===== src/design/rc_frame_packet_generator_assert.svh =====
`ifndef RC_FRAME_PACKET_GENERATOR_ASSERT_SVH
`define RC_FRAME_PACKET_GENERATOR_ASSERT_SVH

// same-cycle implication, sampled on clk_i, off during reset
`define RFPG_ASSERT_IMP(lbl, ante, cons, msg) \
  lbl: assert property (@(posedge clk_i) disable iff (!rst_ni) (ante) |-> (cons)) \
    else $error(msg);

// next-cycle implication, sampled on clk_i, off during reset
`define RFPG_ASSERT_NXT(lbl, ante, cons, msg) \
  lbl: assert property (@(posedge clk_i) disable iff (!rst_ni) (ante) |=> (cons)) \
    else $error(msg);

`endif


===== src/design/rfpg_pkg.sv =====
package rfpg_pkg;

  localparam int CHANNEL_FULL_SCALE = 10000;
  localparam int HOP_COUNT          = 20;
  localparam int FAILSAFE_PERIOD    = 17;

  localparam int NumLanes  = 4;
  localparam int LaneDepth = 4;
  localparam int ValW      = 16;
  localparam int PktLen    = 10;
  localparam int HopSlots  = 20;
  localparam int HopChunk  = 7;
  localparam int HopBits   = 8 * HopSlots;
  localparam int AddrBits  = 40;
  localparam int AddrBytes = 5;

  // pulse conversion
  localparam longint PulseSpanNs = 500000;
  localparam longint PulseMidNs  = 1500 * 1000;
  localparam longint PulseCapNs  = 49151 * 1000;
  localparam longint TimerDiv    = 3000 / 4;
  localparam logic [ValW-1:0] TimerMax = 16'hffff;

  localparam longint PulseGain = PulseSpanNs / CHANNEL_FULL_SCALE;
  localparam longint PulseRem  = PulseSpanNs % CHANNEL_FULL_SCALE;
  localparam int GainW   = $clog2(PulseGain + 1);
  localparam int ScaledW = ValW + GainW;
  localparam int RemW    = $clog2(CHANNEL_FULL_SCALE + 1);
  localparam int FracW   = ValW + RemW;
  localparam int FsW     = $clog2(CHANNEL_FULL_SCALE);
  localparam int RecipShift = FracW + FsW;
  localparam int RecipW  = FracW + 2;
  localparam int FracProdW = FracW + RecipW;
  localparam longint unsigned PulseRecip =
    ((64'd1 << RecipShift) + CHANNEL_FULL_SCALE - 1) / CHANNEL_FULL_SCALE;

  localparam int MagW   = ScaledW + 1;
  localparam int SumW   = MagW + 1;
  localparam int PulseW = $clog2(PulseCapNs + 1);
  localparam int TimerShift = PulseW + $clog2(TimerDiv);
  localparam int TimerRecipW = TimerShift - $clog2(TimerDiv) + 2;
  localparam int TimerProdW = PulseW + TimerRecipW;
  localparam longint unsigned TimerRecip =
    ((64'd1 << TimerShift) + TimerDiv - 1) / TimerDiv;

  // packet constants
  localparam logic [7:0] IdStick   = 8'h55;
  localparam logic [7:0] IdStick4  = 8'h56;
  localparam logic [7:0] IdFs      = 8'haa;
  localparam logic [7:0] IdFs4     = 8'hab;
  localparam logic [7:0] TailStick = 8'h67;
  localparam logic [7:0] TailFs    = 8'h5a;
  localparam logic [7:0] BindHead  = 8'hff;
  localparam logic [7:0] BindRf    = 8'd81;

  localparam int EopBit = 2;

  typedef enum logic [1:0] {
    KindStick    = 2'd0,
    KindFailsafe = 2'd1,
    KindBind     = 2'd2
  } kind_e;

  typedef enum logic [2:0] {
    RegStationAddr = 3'd0,
    RegHopA        = 3'd1,
    RegHopB        = 3'd2,
    RegHopC        = 3'd3,
    RegFourCh      = 3'd4,
    RegBindEn      = 3'd5
  } cfg_reg_e;

  typedef struct packed {
    logic [AddrBits-1:0] addr;
    logic [HopBits-1:0]  hop;
    logic                four;
    logic                bind_en;
  } cfg_t;

  typedef struct packed {
    logic       fs;
    logic [7:0] rf;
  } ctrl_t;

  typedef struct packed {
    logic [NumLanes-1:0][ValW-1:0] data;
    ctrl_t                         ctl;
  } frame_t;

  function automatic logic [7:0] hop_byte(input logic [HopBits-1:0] tab,
                                          input logic [4:0] idx);
    logic [7:0] r;
    r = '0;
    for (int i = 0; i < HopSlots; i++) begin
      if (idx == 5'(i)) r = tab[8*i +: 8];
    end
    return r;
  endfunction

endpackage


===== src/design/rfpg_lane.sv =====
module rfpg_lane (
  input  logic                              clk_i,
  input  logic                              en_i,
  input  logic signed [rfpg_pkg::ValW-1:0]  value_i,
  output logic [rfpg_pkg::ValW-1:0]         data_o
);

  logic [rfpg_pkg::ValW-1:0] abs_val;

  logic                           neg1_q, neg2_q;
  logic [rfpg_pkg::ScaledW-1:0]   gain1_q, gain2_q;
  logic [rfpg_pkg::FracW-1:0]     frac1_q;
  logic [rfpg_pkg::ValW-1:0]      quo2_q;
  logic [rfpg_pkg::PulseW-1:0]    pulse_d, pulse_q;
  logic [rfpg_pkg::ValW-1:0]      timer_q;

  logic [rfpg_pkg::FracProdW-1:0]  frac_prod;
  logic [rfpg_pkg::MagW-1:0]       mag;
  logic [rfpg_pkg::SumW-1:0]       sum;
  logic [rfpg_pkg::TimerProdW-1:0] timer_prod;

  assign abs_val = value_i[rfpg_pkg::ValW-1] ? rfpg_pkg::ValW'(-value_i)
                                             : rfpg_pkg::ValW'(value_i);

  // fractional part of the gain through a reciprocal
  assign frac_prod = rfpg_pkg::FracProdW'(frac1_q) *
                     rfpg_pkg::FracProdW'(rfpg_pkg::PulseRecip);

  assign mag = rfpg_pkg::MagW'(gain2_q) + rfpg_pkg::MagW'(quo2_q);
  assign sum = rfpg_pkg::SumW'(mag) + rfpg_pkg::SumW'(rfpg_pkg::PulseMidNs);

  always_comb begin
    if (neg2_q) begin
      if (rfpg_pkg::SumW'(mag) >= rfpg_pkg::SumW'(rfpg_pkg::PulseMidNs)) begin
        pulse_d = '0;
      end else begin
        pulse_d = rfpg_pkg::PulseW'(rfpg_pkg::SumW'(rfpg_pkg::PulseMidNs) -
                                    rfpg_pkg::SumW'(mag));
      end
    end else if (64'(sum) > 64'(rfpg_pkg::PulseCapNs)) begin
      pulse_d = rfpg_pkg::PulseW'(rfpg_pkg::PulseCapNs);
    end else begin
      pulse_d = rfpg_pkg::PulseW'(sum);
    end
  end

  assign timer_prod = rfpg_pkg::TimerProdW'(pulse_q) *
                      rfpg_pkg::TimerProdW'(rfpg_pkg::TimerRecip);

  always_ff @(posedge clk_i) begin
    if (en_i) begin
      neg1_q  <= value_i[rfpg_pkg::ValW-1];
      gain1_q <= rfpg_pkg::ScaledW'(abs_val) * rfpg_pkg::ScaledW'(rfpg_pkg::PulseGain);
      frac1_q <= rfpg_pkg::FracW'(abs_val) * rfpg_pkg::FracW'(rfpg_pkg::PulseRem);
      neg2_q  <= neg1_q;
      gain2_q <= gain1_q;
      quo2_q  <= frac_prod[rfpg_pkg::RecipShift +: rfpg_pkg::ValW];
      pulse_q <= pulse_d;
      timer_q <= timer_prod[rfpg_pkg::TimerShift +: rfpg_pkg::ValW];
    end
  end

  assign data_o = rfpg_pkg::TimerMax - timer_q;

endmodule


===== src/design/rfpg_serializer.sv =====
`include "rc_frame_packet_generator_assert.svh"

module rfpg_serializer (
  input  logic                   clk_i,
  input  logic                   rst_ni,
  input  rfpg_pkg::cfg_t         cfg_i,
  input  logic                   frame_valid_i,
  input  rfpg_pkg::frame_t       frame_i,
  output logic                   frame_ready_o,
  output logic                   m_axis_tvalid_o,
  input  logic                   m_axis_tready_i,
  output logic [23:0]            m_axis_tdata_o,  // packet_byte, byte_position, radio_channel
  output logic [2:0]             m_axis_tuser_o,  // packet_kind, end_of_packet
  output logic                   m_axis_tlast_o   // end_of_frame
);

  typedef enum logic [3:0] {
    SeqIdle   = 4'b0001,
    SeqFirst  = 4'b0010,
    SeqRepeat = 4'b0100,
    SeqBind   = 4'b1000
  } seq_e;

  seq_e             state_q;
  logic [3:0]       pos_q;
  logic [1:0]       bph_q;
  rfpg_pkg::frame_t frm_q;

  logic        m_valid_q, m_last_q;
  logic [23:0] m_data_q;
  logic [2:0]  m_user_q;

  logic              emit, pkt_end, frame_last, take;
  logic [7:0]        byte_d, rf_d;
  rfpg_pkg::kind_e   kind_d;
  logic [10:0]       addr_sum;
  logic [1:0]        bind_row;
  logic [4:0]        hop_idx;
  logic [7:0]        id_stick, id_fs;

  assign emit       = (state_q != SeqIdle) && (!m_valid_q || m_axis_tready_i);
  assign pkt_end    = pos_q == 4'(rfpg_pkg::PktLen - 1);
  assign frame_last = pkt_end &&
                      (state_q == SeqBind || (state_q == SeqRepeat && !cfg_i.bind_en));
  assign take       = (state_q == SeqIdle) || (emit && frame_last);
  assign frame_ready_o = take;

  assign id_stick = cfg_i.four ? rfpg_pkg::IdStick4 : rfpg_pkg::IdStick;
  assign id_fs    = cfg_i.four ? rfpg_pkg::IdFs4 : rfpg_pkg::IdFs;
  assign bind_row = bph_q - 2'd1;
  assign hop_idx  = 5'(bind_row) * 5'(rfpg_pkg::HopChunk) + (5'(pos_q) - 5'd3);

  always_comb begin
    addr_sum = '0;
    for (int i = 0; i < rfpg_pkg::AddrBytes; i++) begin
      addr_sum = addr_sum + 11'(cfg_i.addr[8*i +: 8]);
    end
  end

  always_comb begin
    byte_d = '0;
    if (state_q == SeqBind) begin
      kind_d = rfpg_pkg::KindBind;
      rf_d   = rfpg_pkg::BindRf;
      if (bph_q == 2'd0) begin
        case (pos_q)
          4'd0: byte_d = rfpg_pkg::BindHead;
          4'd1: byte_d = id_fs;
          4'd2: byte_d = id_stick;
          default: begin
            for (int i = 0; i < rfpg_pkg::AddrBytes; i++) begin
              if (pos_q == 4'(i + 3)) byte_d = cfg_i.addr[8*i +: 8];
            end
          end
        endcase
      end else begin
        case (pos_q)
          4'd0:    byte_d = addr_sum[7:0];
          4'd1:    byte_d = 8'(addr_sum[10:8]);
          4'd2:    byte_d = 8'(bind_row);
          default: byte_d = rfpg_pkg::hop_byte(cfg_i.hop, hop_idx);
        endcase
      end
    end else begin
      kind_d = frm_q.ctl.fs ? rfpg_pkg::KindFailsafe : rfpg_pkg::KindStick;
      rf_d   = frm_q.ctl.rf;
      case (pos_q)
        4'd0: byte_d = frm_q.data[0][7:0];
        4'd1: byte_d = frm_q.data[0][15:8];
        4'd2: byte_d = frm_q.data[1][7:0];
        4'd3: byte_d = frm_q.data[1][15:8];
        4'd4: byte_d = frm_q.data[2][7:0];
        4'd5: byte_d = frm_q.data[2][15:8];
        4'd6: byte_d = cfg_i.four ? frm_q.data[3][7:0] : 8'd0;
        4'd7: byte_d = frm_q.ctl.fs ? id_fs : id_stick;
        4'd8: byte_d = frm_q.ctl.fs ? rfpg_pkg::TailFs : rfpg_pkg::TailStick;
        4'd9: byte_d = cfg_i.four ? frm_q.data[3][15:8] : 8'd0;
        default: byte_d = '0;
      endcase
    end
  end

  always_ff @(posedge clk_i or negedge rst_ni) begin
    if (!rst_ni) begin
      state_q   <= SeqIdle;
      pos_q     <= '0;
      bph_q     <= '0;
      m_valid_q <= 1'b0;
    end else begin
      if (take) begin
        state_q <= frame_valid_i ? SeqFirst : SeqIdle;
        pos_q   <= '0;
      end else if (emit) begin
        if (pkt_end) begin
          pos_q   <= '0;
          state_q <= (state_q == SeqFirst) ? SeqRepeat : SeqBind;
        end else begin
          pos_q <= pos_q + 4'd1;
        end
      end
      if (emit && state_q == SeqBind && pkt_end) begin
        bph_q <= bph_q + 2'd1;
      end
      if (emit) begin
        m_valid_q <= 1'b1;
      end else if (m_axis_tready_i) begin
        m_valid_q <= 1'b0;
      end
    end
  end

  always_ff @(posedge clk_i) begin
    if (take && frame_valid_i) begin
      frm_q <= frame_i;
    end
    if (emit) begin
      m_data_q <= {4'd0, rf_d, pos_q, byte_d};
      m_user_q <= {pkt_end, kind_d};
      m_last_q <= frame_last;
    end
  end

  assign m_axis_tvalid_o = m_valid_q;
  assign m_axis_tdata_o  = m_data_q;
  assign m_axis_tuser_o  = m_user_q;
  assign m_axis_tlast_o  = m_last_q;

  `RFPG_ASSERT_NXT(a_bind_rotates, emit && state_q == SeqBind && pkt_end, bph_q == $past(bph_q) + 2'd1, "bind phase did not advance")
  `RFPG_ASSERT_IMP(a_last_ends_packet, m_valid_q && m_last_q, m_user_q[rfpg_pkg::EopBit], "frame end not on packet end")
  `RFPG_ASSERT_IMP(a_bind_channel, m_valid_q && m_user_q[1:0] == rfpg_pkg::KindBind, m_data_q[19:12] == rfpg_pkg::BindRf, "bind byte off bind channel")
  `RFPG_ASSERT_IMP(a_take_idle_or_end, take && frame_valid_i && state_q != SeqIdle, emit && frame_last, "frame loaded mid-frame")

endmodule


===== src/design/rc_frame_packet_generator.sv =====
// a frame passes the lane pipeline, then the serializer frame and byte registers
// one byte per cycle while tready is high; 20 bytes per frame, 30 with binding on
// the byte serializer sets the rate; the conversion lanes take the next frame
// while the current one is still being sent
// reset: rst_ni low clears config registers, hop and failsafe counters, bind
// phase and valid flags; datapath registers keep their contents
module rc_frame_packet_generator (
  input  logic         clk_i,
  input  logic         rst_ni,
  input  logic         s_axis_tvalid_i,
  output logic         s_axis_tready_o,
  input  logic [127:0] s_axis_tdata_i,   // channel_one..four, failsafe_one..four
  output logic         m_axis_tvalid_o,
  input  logic         m_axis_tready_i,
  output logic [23:0]  m_axis_tdata_o,   // packet_byte, byte_position, radio_channel
  output logic [2:0]   m_axis_tuser_o,   // packet_kind, end_of_packet
  output logic         m_axis_tlast_o,   // end_of_frame
  input  logic         cfg_valid_i,
  output logic         cfg_ready_o,
  input  logic [2:0]   cfg_index_i,
  input  logic [55:0]  cfg_data_i
);

  logic [39:0] addr_q;
  logic [55:0] hop_a_q, hop_b_q;
  logic [47:0] hop_c_q;
  logic        four_q, bind_q;

  logic [4:0] hop_q, hop_next;
  logic [4:0] fsph_q, fsph_next;
  logic       fs_next;

  logic [rfpg_pkg::LaneDepth-1:0] vld_q;
  rfpg_pkg::ctrl_t                ctl_q [rfpg_pkg::LaneDepth];
  rfpg_pkg::ctrl_t                ctl_d;
  rfpg_pkg::cfg_t                 cfg;
  rfpg_pkg::frame_t               frame;

  logic pipe_en, in_acc, frame_ready;

  assign cfg_ready_o = 1'b1;

  always_ff @(posedge clk_i or negedge rst_ni) begin
    if (!rst_ni) begin
      addr_q  <= '0;
      hop_a_q <= '0;
      hop_b_q <= '0;
      hop_c_q <= '0;
      four_q  <= 1'b0;
      bind_q  <= 1'b0;
    end else if (cfg_valid_i) begin
      unique case (rfpg_pkg::cfg_reg_e'(cfg_index_i))
        rfpg_pkg::RegStationAddr: addr_q  <= cfg_data_i[39:0];
        rfpg_pkg::RegHopA:        hop_a_q <= cfg_data_i;
        rfpg_pkg::RegHopB:        hop_b_q <= cfg_data_i;
        rfpg_pkg::RegHopC:        hop_c_q <= cfg_data_i[47:0];
        rfpg_pkg::RegFourCh:      four_q  <= cfg_data_i[0];
        rfpg_pkg::RegBindEn:      bind_q  <= cfg_data_i[0];
        default: ;
      endcase
    end
  end

  assign cfg.addr    = addr_q;
  assign cfg.hop     = {hop_c_q, hop_b_q, hop_a_q};
  assign cfg.four    = four_q;
  assign cfg.bind_en = bind_q;

  assign pipe_en         = !vld_q[rfpg_pkg::LaneDepth-1] || frame_ready;
  assign s_axis_tready_o = pipe_en;
  assign in_acc          = s_axis_tvalid_i && pipe_en;

  assign hop_next  = (hop_q == 5'(rfpg_pkg::HOP_COUNT - 1)) ? 5'd0 : hop_q + 5'd1;
  assign fsph_next = (fsph_q == 5'(rfpg_pkg::FAILSAFE_PERIOD - 1)) ? 5'd0 : fsph_q + 5'd1;
  assign fs_next   = fsph_next == 5'd0;

  assign ctl_d.fs = fs_next;
  assign ctl_d.rf = rfpg_pkg::hop_byte(cfg.hop, hop_next);

  always_ff @(posedge clk_i or negedge rst_ni) begin
    if (!rst_ni) begin
      hop_q  <= '0;
      fsph_q <= '0;
      vld_q  <= '0;
    end else begin
      if (in_acc) begin
        hop_q  <= hop_next;
        fsph_q <= fsph_next;
      end
      if (pipe_en) begin
        vld_q <= {vld_q[rfpg_pkg::LaneDepth-2:0], in_acc};
      end
    end
  end

  always_ff @(posedge clk_i) begin
    if (pipe_en) begin
      ctl_q[0] <= ctl_d;
      for (int i = 1; i < rfpg_pkg::LaneDepth; i++) begin
        ctl_q[i] <= ctl_q[i-1];
      end
    end
  end

  for (genvar k = 0; k < rfpg_pkg::NumLanes; k++) begin : g_lane
    logic signed [rfpg_pkg::ValW-1:0] lane_in;

    assign lane_in = fs_next
      ? $signed(s_axis_tdata_i[rfpg_pkg::ValW*(k+rfpg_pkg::NumLanes) +: rfpg_pkg::ValW])
      : $signed(s_axis_tdata_i[rfpg_pkg::ValW*k +: rfpg_pkg::ValW]);

    rfpg_lane u_lane (
      .clk_i   (clk_i),
      .en_i    (pipe_en),
      .value_i (lane_in),
      .data_o  (frame.data[k])
    );
  end

  assign frame.ctl = ctl_q[rfpg_pkg::LaneDepth-1];

  rfpg_serializer u_ser (
    .clk_i           (clk_i),
    .rst_ni          (rst_ni),
    .cfg_i           (cfg),
    .frame_valid_i   (vld_q[rfpg_pkg::LaneDepth-1]),
    .frame_i         (frame),
    .frame_ready_o   (frame_ready),
    .m_axis_tvalid_o (m_axis_tvalid_o),
    .m_axis_tready_i (m_axis_tready_i),
    .m_axis_tdata_o  (m_axis_tdata_o),
    .m_axis_tuser_o  (m_axis_tuser_o),
    .m_axis_tlast_o  (m_axis_tlast_o)
  );

endmodule


===== config.mk =====
export PLATFORM = sky130hd
export DESIGN_NAME = rc_frame_packet_generator
export DESIGN_NICKNAME = d
export VERILOG_FILES = /design/src/design/rfpg_pkg.sv /design/src/design/rfpg_lane.sv /design/src/design/rfpg_serializer.sv /design/src/design/rc_frame_packet_generator.sv
export VERILOG_INCLUDE_DIRS = /design/src /design/src/design
export SDC_FILE = /design/constraint.sdc
export NUM_CORES = 2
export LEC_CHECK = 0
export BUFFER_PORTS_ARGS = -buffer_cell sky130_fd_sc_hd__buf_4
export CORE_MARGIN = 8
export CORE_UTILIZATION = 60
export CTS_BUF_LIST = sky130_fd_sc_hd__clkbuf_8
export CTS_CLUSTER_SIZE = 40
export DETAILED_ROUTE_END_ITERATION = 12
export PLACE_DENSITY_LB_ADDON = 0.08
export SYNTH_ARGS = -nofsm -noshare
export SYNTH_HDL_FRONTEND = slang
export SYNTH_HIERARCHICAL = 1
export SYNTH_SLANG_ARGS = --single-unit

===== constraint.sdc =====
create_clock -name clk_i -period 18.4 [get_ports clk_i]
set_input_delay 1.84 -clock clk_i [delete_from_list [all_inputs] [get_ports clk_i]]
set_output_delay 1.84 -clock clk_i [all_outputs]
set_load 0.05 [all_outputs]

Word-level counts from Yosys, hierarchy flattened
Memories as Yosys holds them, arrays and structs flattened. A register that Yosys moved wholly into a read port is not among the register bits.
Cells that the tools add are included.

storage, ports and cells
  logic and storage cells = 276
  input bits = 192
  register bits after elaboration = 655
  memories kept = 1
  bits in writable memories = 36

memory list
  memory  depth  bits a word  rd ports  clocked after Yosys merged registers in  write ports  RTL line                         text
  ctl_q   4      9            4         1                                        4            rc_frame_packet_generator.sv:34  rfpg_pkg::ctrl_t ctl_q [rfpg_pkg::LaneDepth];

operators by class
  reductions and logical operators = 35
  multipliers = 9
  magnitude comparators = 4
  mux-type cells = 87
  $add $sub $neg = 27
  bitwise logic cells = 4
  equal/unequal tests = 59

operator list
  kind                                                                  count
  2-to-1 mux 8 bit                                                      50
  multiplier 26 x 27 -> 52 bit (second input constant)                  4
  2-to-1 mux 24 bit                                                     8
  2-to-1 mux 16 bit                                                     8
  adder 22 x 21 -> 23 bit (second input constant)                       4
  subtractor 21 x 22 -> 23 bit (first input constant)                   4
  greater-or-equal comparator 22 x 21 -> 1 bit (second input constant)  4
  multiplier 16 x 5 -> 21 bit (second input constant)                   4
  equality test 5 x 4 -> 1 bit (second input constant)                  16
  case mux 8 bit (10 select lines)                                      1
  negator 16 bit                                                        4
  subtractor 16 bit (first input constant)                              4
  equality test 5 bit (second input constant)                           10
  case mux 8 bit (3 select lines)                                       2
  equality test 5 x 3 -> 1 bit (second input constant)                  8
  adder 11 x 8 -> 11 bit                                                3
  2-to-1 mux 4 bit                                                      7
  equality test 4 x 3 -> 1 bit (second input constant)                  5
  equality test 5 x 2 -> 1 bit (second input constant)                  4
  zero test 5 bit                                                       3
  AND reduction 2 bit                                                   7
  equality test 4 x 2 -> 1 bit (second input constant)                  3
  equality test 4 bit (second input constant)                           3
  adder 5 x 1 -> 5 bit (second input constant)                          2
  other kinds (26)                                                      57

Logic depth before layout (Yosys ltp)
  word-level depth = 27
  mapped depth = 30
  depth with buffers taken out = 28

By module
The synthesis kept the hierarchy.

modules (own cells, without submodules)
  module                         cells each  instances  sequential area each (µm²)  area each (µm²)
  rfpg_lane at g_lane[3].u_lane  1597        1          2492.4                      16050.4
  rfpg_lane at g_lane[2].u_lane  1590        1          2492.4                      16022.9
  rfpg_lane at g_lane[1].u_lane  1555        1          2492.4                      15800.2
  rfpg_lane at g_lane[0].u_lane  1535        1          2492.4                      15633.7
  rc_frame_packet_generator      990         1          6486.2                      12325.6
  rfpg_serializer                699         1          3189.3                      7683.6

Worst setup path before layout
OpenSTA, ideal clock, no wires.

  kind = input-to-output
  from = in m_axis_tready_i
  to = out s_axis_tready_o
  required time = 16.560 ns
  buffers on the path = 1
  data arrival time = 13.185 ns
  path slack = 3.375 ns
  cell stages on the path = 7
  cells stage by stage = nor2b_1 > nor4_1 > mux2_2 > a22oi_1 > nor2_2 > nand2b_1 > clkbuf_1

on the way
  cells in the longest elaborated chain, start to end = 5

RTL lines
  element             RTL line                         text
  start: declaration  rc_frame_packet_generator.sv:14  input logic m_axis_tready_i,
  logical OR 1 bit    rfpg_serializer.sv:41            assign emit = (state_q != SeqIdle) && (!m_valid_q || m_axis_tready_i);
  logical AND 1 bit   rfpg_serializer.sv:41
  logical AND 1 bit   rfpg_serializer.sv:45            assign take = (state_q == SeqIdle) || (emit && frame_last);
  logical OR 1 bit    rfpg_serializer.sv:45
  net frame_ready     rc_frame_packet_generator.sv:39  logic pipe_en, in_acc, frame_ready;
  logical OR 1 bit    rc_frame_packet_generator.sv:69  assign pipe_en = !vld_q[rfpg_pkg::LaneDepth-1] || frame_ready;
  end: declaration    rc_frame_packet_generator.sv:11  output logic s_axis_tready_o,

The timed path passes the listed nets, and every way through them passes these cells.

Worst setup path in the final report
  from = reg fsph_q[0]
  to = reg g_lane[1].u_lane/gain1_q[21] in the netlist's numbering (data pin)

on the way
  cells in the longest elaborated chain, start to end = 7
  elaborated cells on any way between the ends = 8
  classes of those cells = 2 x add/sub; 1 x mul; 1 x eq/ne; 3 x mux; 1 x reduce/logical

RTL lines
  element                                                      RTL line                          text
  start: declaration                                           rc_frame_packet_generator.sv:30   logic [4:0] fsph_q, fsph_next;
  start signal: assignment                                     rc_frame_packet_generator.sv:88   fsph_q <= fsph_next;
  adder 5 x 1 -> 5 bit or equality test 5 bit (tied branches)  rc_frame_packet_generator.sv:74   assign fsph_next = (fsph_q == 5'(rfpg_pkg::FAILSAFE_PERIOD - 1)) ? 5'd0 : fsph_q + 5'd1;
  2-to-1 mux 5 bit (*)                                         rc_frame_packet_generator.sv:74
  zero test 5 bit (*)                                          rc_frame_packet_generator.sv:75   assign fs_next = fsph_next == 5'd0;
  2-to-1 mux 16 bit (*)                                        rc_frame_packet_generator.sv:109  ? $signed(s_axis_tdata_i[rfpg_pkg::ValW*(k+rfpg_pkg::NumLanes) +: rfpg_pkg::ValW])
  net g_lane[1].lane_in (one bit)                              rc_frame_packet_generator.sv:106  logic signed [rfpg_pkg::ValW-1:0] lane_in;
  negator 16 bit                                               rfpg_lane.sv:22                   assign abs_val = value_i[rfpg_pkg::ValW-1] ? rfpg_pkg::ValW'(-value_i)
  2-to-1 mux 16 bit (*)                                        rfpg_lane.sv:22
  multiplier 16 x 5 -> 21 bit (*)                              rfpg_lane.sv:53                   gain1_q <= rfpg_pkg::ScaledW'(abs_val) * rfpg_pkg::ScaledW'(rfpg_pkg::PulseGain);
  end signal: assignment                                       rfpg_lane.sv:53
  end: declaration                                             rfpg_lane.sv:11                   logic [rfpg_pkg::ScaledW-1:0] gain1_q, gain2_q;

Mark *: on every way through the listed nets, which the timed path passes. The rest lies on a longest branch.
A chain may end at the register's enable or synchronous reset.

==> results.md <==
- The clock passes through at most 3 buffers.
- The initial utilization of the core area, before any placement, comes to 60.2%.
- The worst hold path belongs to the class flip-flop to flip-flop.
- The area growth from synthesis to layout is 7.02%.
- The normalized max-slew margin is 9.61%.
- The layout cell share with drive strength beyond 1 is 10.3%.
- The level count of the clock H-tree is 3.
- The full die area is 151000 µm².
- The routed design could run at a clock period as short as 7.53 ns.
- For the worst flop-to-flop path, the logic depth is 27.
- The boundary pin count is 223.
- The category of the worst setup path launch point is a flip-flop.
- The final setup violation count is 0.
- The proportion of synthesized flip-flops having asynchronous set or reset is 32.8%.
- Ranked by total cell area, the synthesized netlist is headed by fa_1, ha_1, edfxtp_1.
- Once detailed placement completed, the half-perimeter wirelength came to 174 mm.
- The launch instance of the worst register-to-register path is fsph_q[0]$_DFFE_PN0P_.
- Data arrives at the worst endpoint at 8.13 ns.
- Sequential cells were found to cover 23.5% of the synthesized design area.
- The count of yosys warnings during synthesis is 6.
- Of all nets on the critical path, the largest fanout is 48.
- The worst slack after detailed placement is 10.94 ns.
- The clock insertion delay at the later pin of the skew report is 0.91 ns.
- The data required time at the worst endpoint is 19.00 ns.
- The height of the die is 389 µm.
- In this run, CTS created clock tree buffers numbering 119.
- The flow ran to the end, and the final reports show no timing, DRC or antenna violations.
- The total of flip-flops plus latches after synthesis is 692.
- The number of nets with antenna violations after detailed routing is 0.
- Across all register-to-register paths, the minimum setup slack is 10.87 ns.
- Counting flops with a built-in enable in the synthesized netlist gives 465.
- Summed over all layers, the routed wires come to 212 mm.
- Counting the fill cells in the layout gives 11300.
- The max-slew violation count is 0.
- The initial antenna violation count is 4.
- The TritonCTS clock tree is yes.
- By count the netlist is led by inv_1, ha_1, fa_1, edfxtp_1, a21oi_1.
- The netlist uses 147 different library cells.
- After clock tree synthesis, the clock-pin slew on the worst setup and hold paths is 0.07 ns.
- In this run the standard cell core region covers 139000 µm².
- The count of endpoints failing hold in the final timing report is 0.
- The least setup slack across all paths after layout is 10.87 ns.
- After clock tree synthesis, the repair step resized 0 gates.
- The first global-routing pass estimated 339 mm of wire.
- The number of hold buffers added after CTS is 0.
- The master cell of the clock root buffer is clkbuf_8.
- The sum of negative setup slack is 0 ns.
- The total number of nets in the final design is 10600.
- The dominant cell by count in the synthesized netlist is inv_1.
- The top cell type's share of synthesized area is 23.3%.
- The via count of the first global-routing pass is 61200.
- The global-route usage over all layers is 28.2%.
- In the routed layout, each cell is associated on average with a via count of 5.77.
- Setup repair after global routing left no endpoint under its margin.
- The number of placement rows is 137.
- The worst hold path passes through 0 cells.
- The port buffer count is 217.
- The critical path starts at fsph_q[0]$_DFFE_PN0P_.
- The average cell area after synthesis is 10.5 µm².
- The sum of overflow across all layers after global routing is 0.
- Routability-driven placement finished with a final weighted congestion of 0.968.
- After technology mapping, the gate count stands at 7966.
- After layout, the worst path uses 40.9% of the clock period.
- The synthesized netlist occupies a cell area of 83500 µm².
- The worst-margin pin slew is 1.35 ns.
- STA classifies the critical path endpoint as a flip-flop.
- The chip width is 389 µm.
- After detailed routing, the number of remaining DRC violations is 0.
- The largest net degree at the start of global routing is 103.
- The worst setup skew after layout is 0.131 ns.
- The end of the worst register-to-register path is g_lane[1].u_lane/gain1_q[21]$_DFFE_PP_.
- The number of iterations in the first detailed-routing pass is 6.
- The detailed-route via count is 58100.
- The per-cell routed wire length is 21.0 µm.
- Max-cap violations in this run came to 0.
- The dominant register cell in the synthesized netlist is edfxtp_1.
- The detailed router finished its first iteration with 4387 violations.
- The critical path start-end classification is flip-flop to flip-flop.
- The cell accounting for the most synthesized area is fa_1.
- Once the clock tree was built, the setup fixing pass inserted 0 buffers.
- The endpoint of the most critical setup path is g_lane[1].u_lane/gain1_q[21]$_DFFE_PP_.
- Counting every sink on the clock net gives 692.
- Derived from the worst setup path, the maximum achievable clock frequency is 133 MHz.
flip-flops by register name, summed over array words and instances, names as in the netlist, 2 cells and up:
name	cells
addr_q	40
ctl_q	36
fsph_q	5
g_lane.u_lane/gain1_q	84
g_lane.u_lane/gain2_q	84
g_lane.u_lane/neg1_q	4
g_lane.u_lane/neg2_q	4
g_lane.u_lane/pulse_q	92
g_lane.u_lane/timer_q	64
hop_a_q	56
hop_b_q	56
hop_c_q	48
hop_q	5
u_ser/bph_q	2
u_ser/frm_q	73
u_ser/m_axis_tdata_o	20
u_ser/m_axis_tuser_o	3
u_ser/pos_q	4
u_ser/state_q	4
vld_q	4
per-stage QoR:
stage               instances  hold WS (ns)  area [µm²]  utilization [%]
CTS                     10100         0.369       89400             64.4
global route            10100         0.379       89400             64.4
floorplan                7969         0.400       83500                -
detailed placement       9847         0.405       86800             62.5
finish                  10100         0.373       89400             64.4
global placement         9847         0.400       86800             62.5
cell families after synthesis:
kind of cell / after synthesis / synth area share (%)
AO/OA/AOI/OAI: 1366 / 10.9
XOR/XNOR: 220 / 2.33
adder cells (fa/ha/maj): 2261 / 42.6
buffers and inverters: 2011 / 9.39
flip-flops: 692 / 23.5
multiplexers: 338 / 4.74
other: 2 / 0.00899
AND/OR/NAND/NOR: 1076 / 6.47
area by class of cell:
cell class	count	area [µm²]	share of cell area, %
Clock inverter	100	927	1.04
Tap cell	1807	2260	2.53
Timing Repair Buffer	254	1910	2.14
Multi-Input combinational cell	5266	56100	62.7
Clock buffer	122	1680	1.88
Inverter	1828	6860	7.68
Antenna cell	3	7.51	0.00840
Sequential cell	692	19600	22.0
cells in the final DEF, fill, tap and decap left out, types with 36 or more instances in the layout:
master / instances
nand3_1: 89
nand2b_1: 39
and3_1: 36
xor2_1: 63
dfrtp_1: 225
nor2b_1: 47
o21ai_0: 252
a21o_1: 103
a21oi_1: 387
a22oi_1: 37
buf_4: 253
nand4_1: 48
a31oi_1: 48
nor2_1: 252
o21a_1: 37
nand2_1: 308
a211oi_1: 42
mux2i_1: 43
o21bai_1: 38
xnor2_1: 155
ha_1: 1287
nor3_1: 63
clkbuf_8: 122
o22ai_1: 56
inv_1: 1847
fa_1: 972
edfxtp_1: 465
mux2_2: 269
worst max-delay path, cell delays in order (launching register included):
cell and delay (ns):
dfrtp_1 0.44, inv_1 0.11, ha_1 0.15, nor2b_1 0.18, inv_1 0.06, o21ai_1 0.11
a21oi_1 0.09, nor3_2 0.17, buf_4 0.35, buf_4 0.61, mux2_2 0.45, or4_1 0.59
or4_1 0.56, o31ai_1 0.29, xnor2_1 0.26, ha_1 0.31, ha_1 0.29, inv_1 0.05
fa_1 0.52, inv_1 0.04, ha_1 0.32, a21oi_1 0.23, nor2b_1 0.07, a31oi_1 0.19
o211ai_1 0.14, a31o_2 0.25, a21oi_1 0.17, xnor2_1 0.08
per-layer routing:
metal  GRT usage, %  share of wire (%)
met1           38.5                 44
met2           47.4                 48
met3           3.85                5.5
met4           7.76                2.9
met5              0                  0
worst min-delay path by stage:
| stage | startpoint | endpoint | slack, ns |
|---|---|---|---|
| after floorplan | ctl_q[0][0]$_DFFE_PN_ | ctl_q[1][0]$_DFFE_PN_ | 0.40 |
| final | g_lane[0].u_lane/gain1_q[11]$_DFFE_PP_ | g_lane[0].u_lane/gain2_q[11]$_DFFE_PP_ | 0.37 |
| after global routing | g_lane[0].u_lane/gain1_q[17]$_DFFE_PP_ | g_lane[0].u_lane/gain2_q[17]$_DFFE_PP_ | 0.38 |
| after detailed placement | ctl_q[0][6]$_DFFE_PN_ | ctl_q[1][6]$_DFFE_PN_ | 0.40 |
| after CTS | g_lane[0].u_lane/gain1_q[11]$_DFFE_PP_ | g_lane[0].u_lane/gain2_q[11]$_DFFE_PP_ | 0.37 |
| after global placement | g_lane[3].u_lane/gain1_q[18]$_DFFE_PP_ | g_lane[3].u_lane/gain2_q[18]$_DFFE_PP_ | 0.40 |
Power is left out: the tool's default activity adds up to more than one toggle a clock period on the data nets, which glitch-free logic cannot reach.
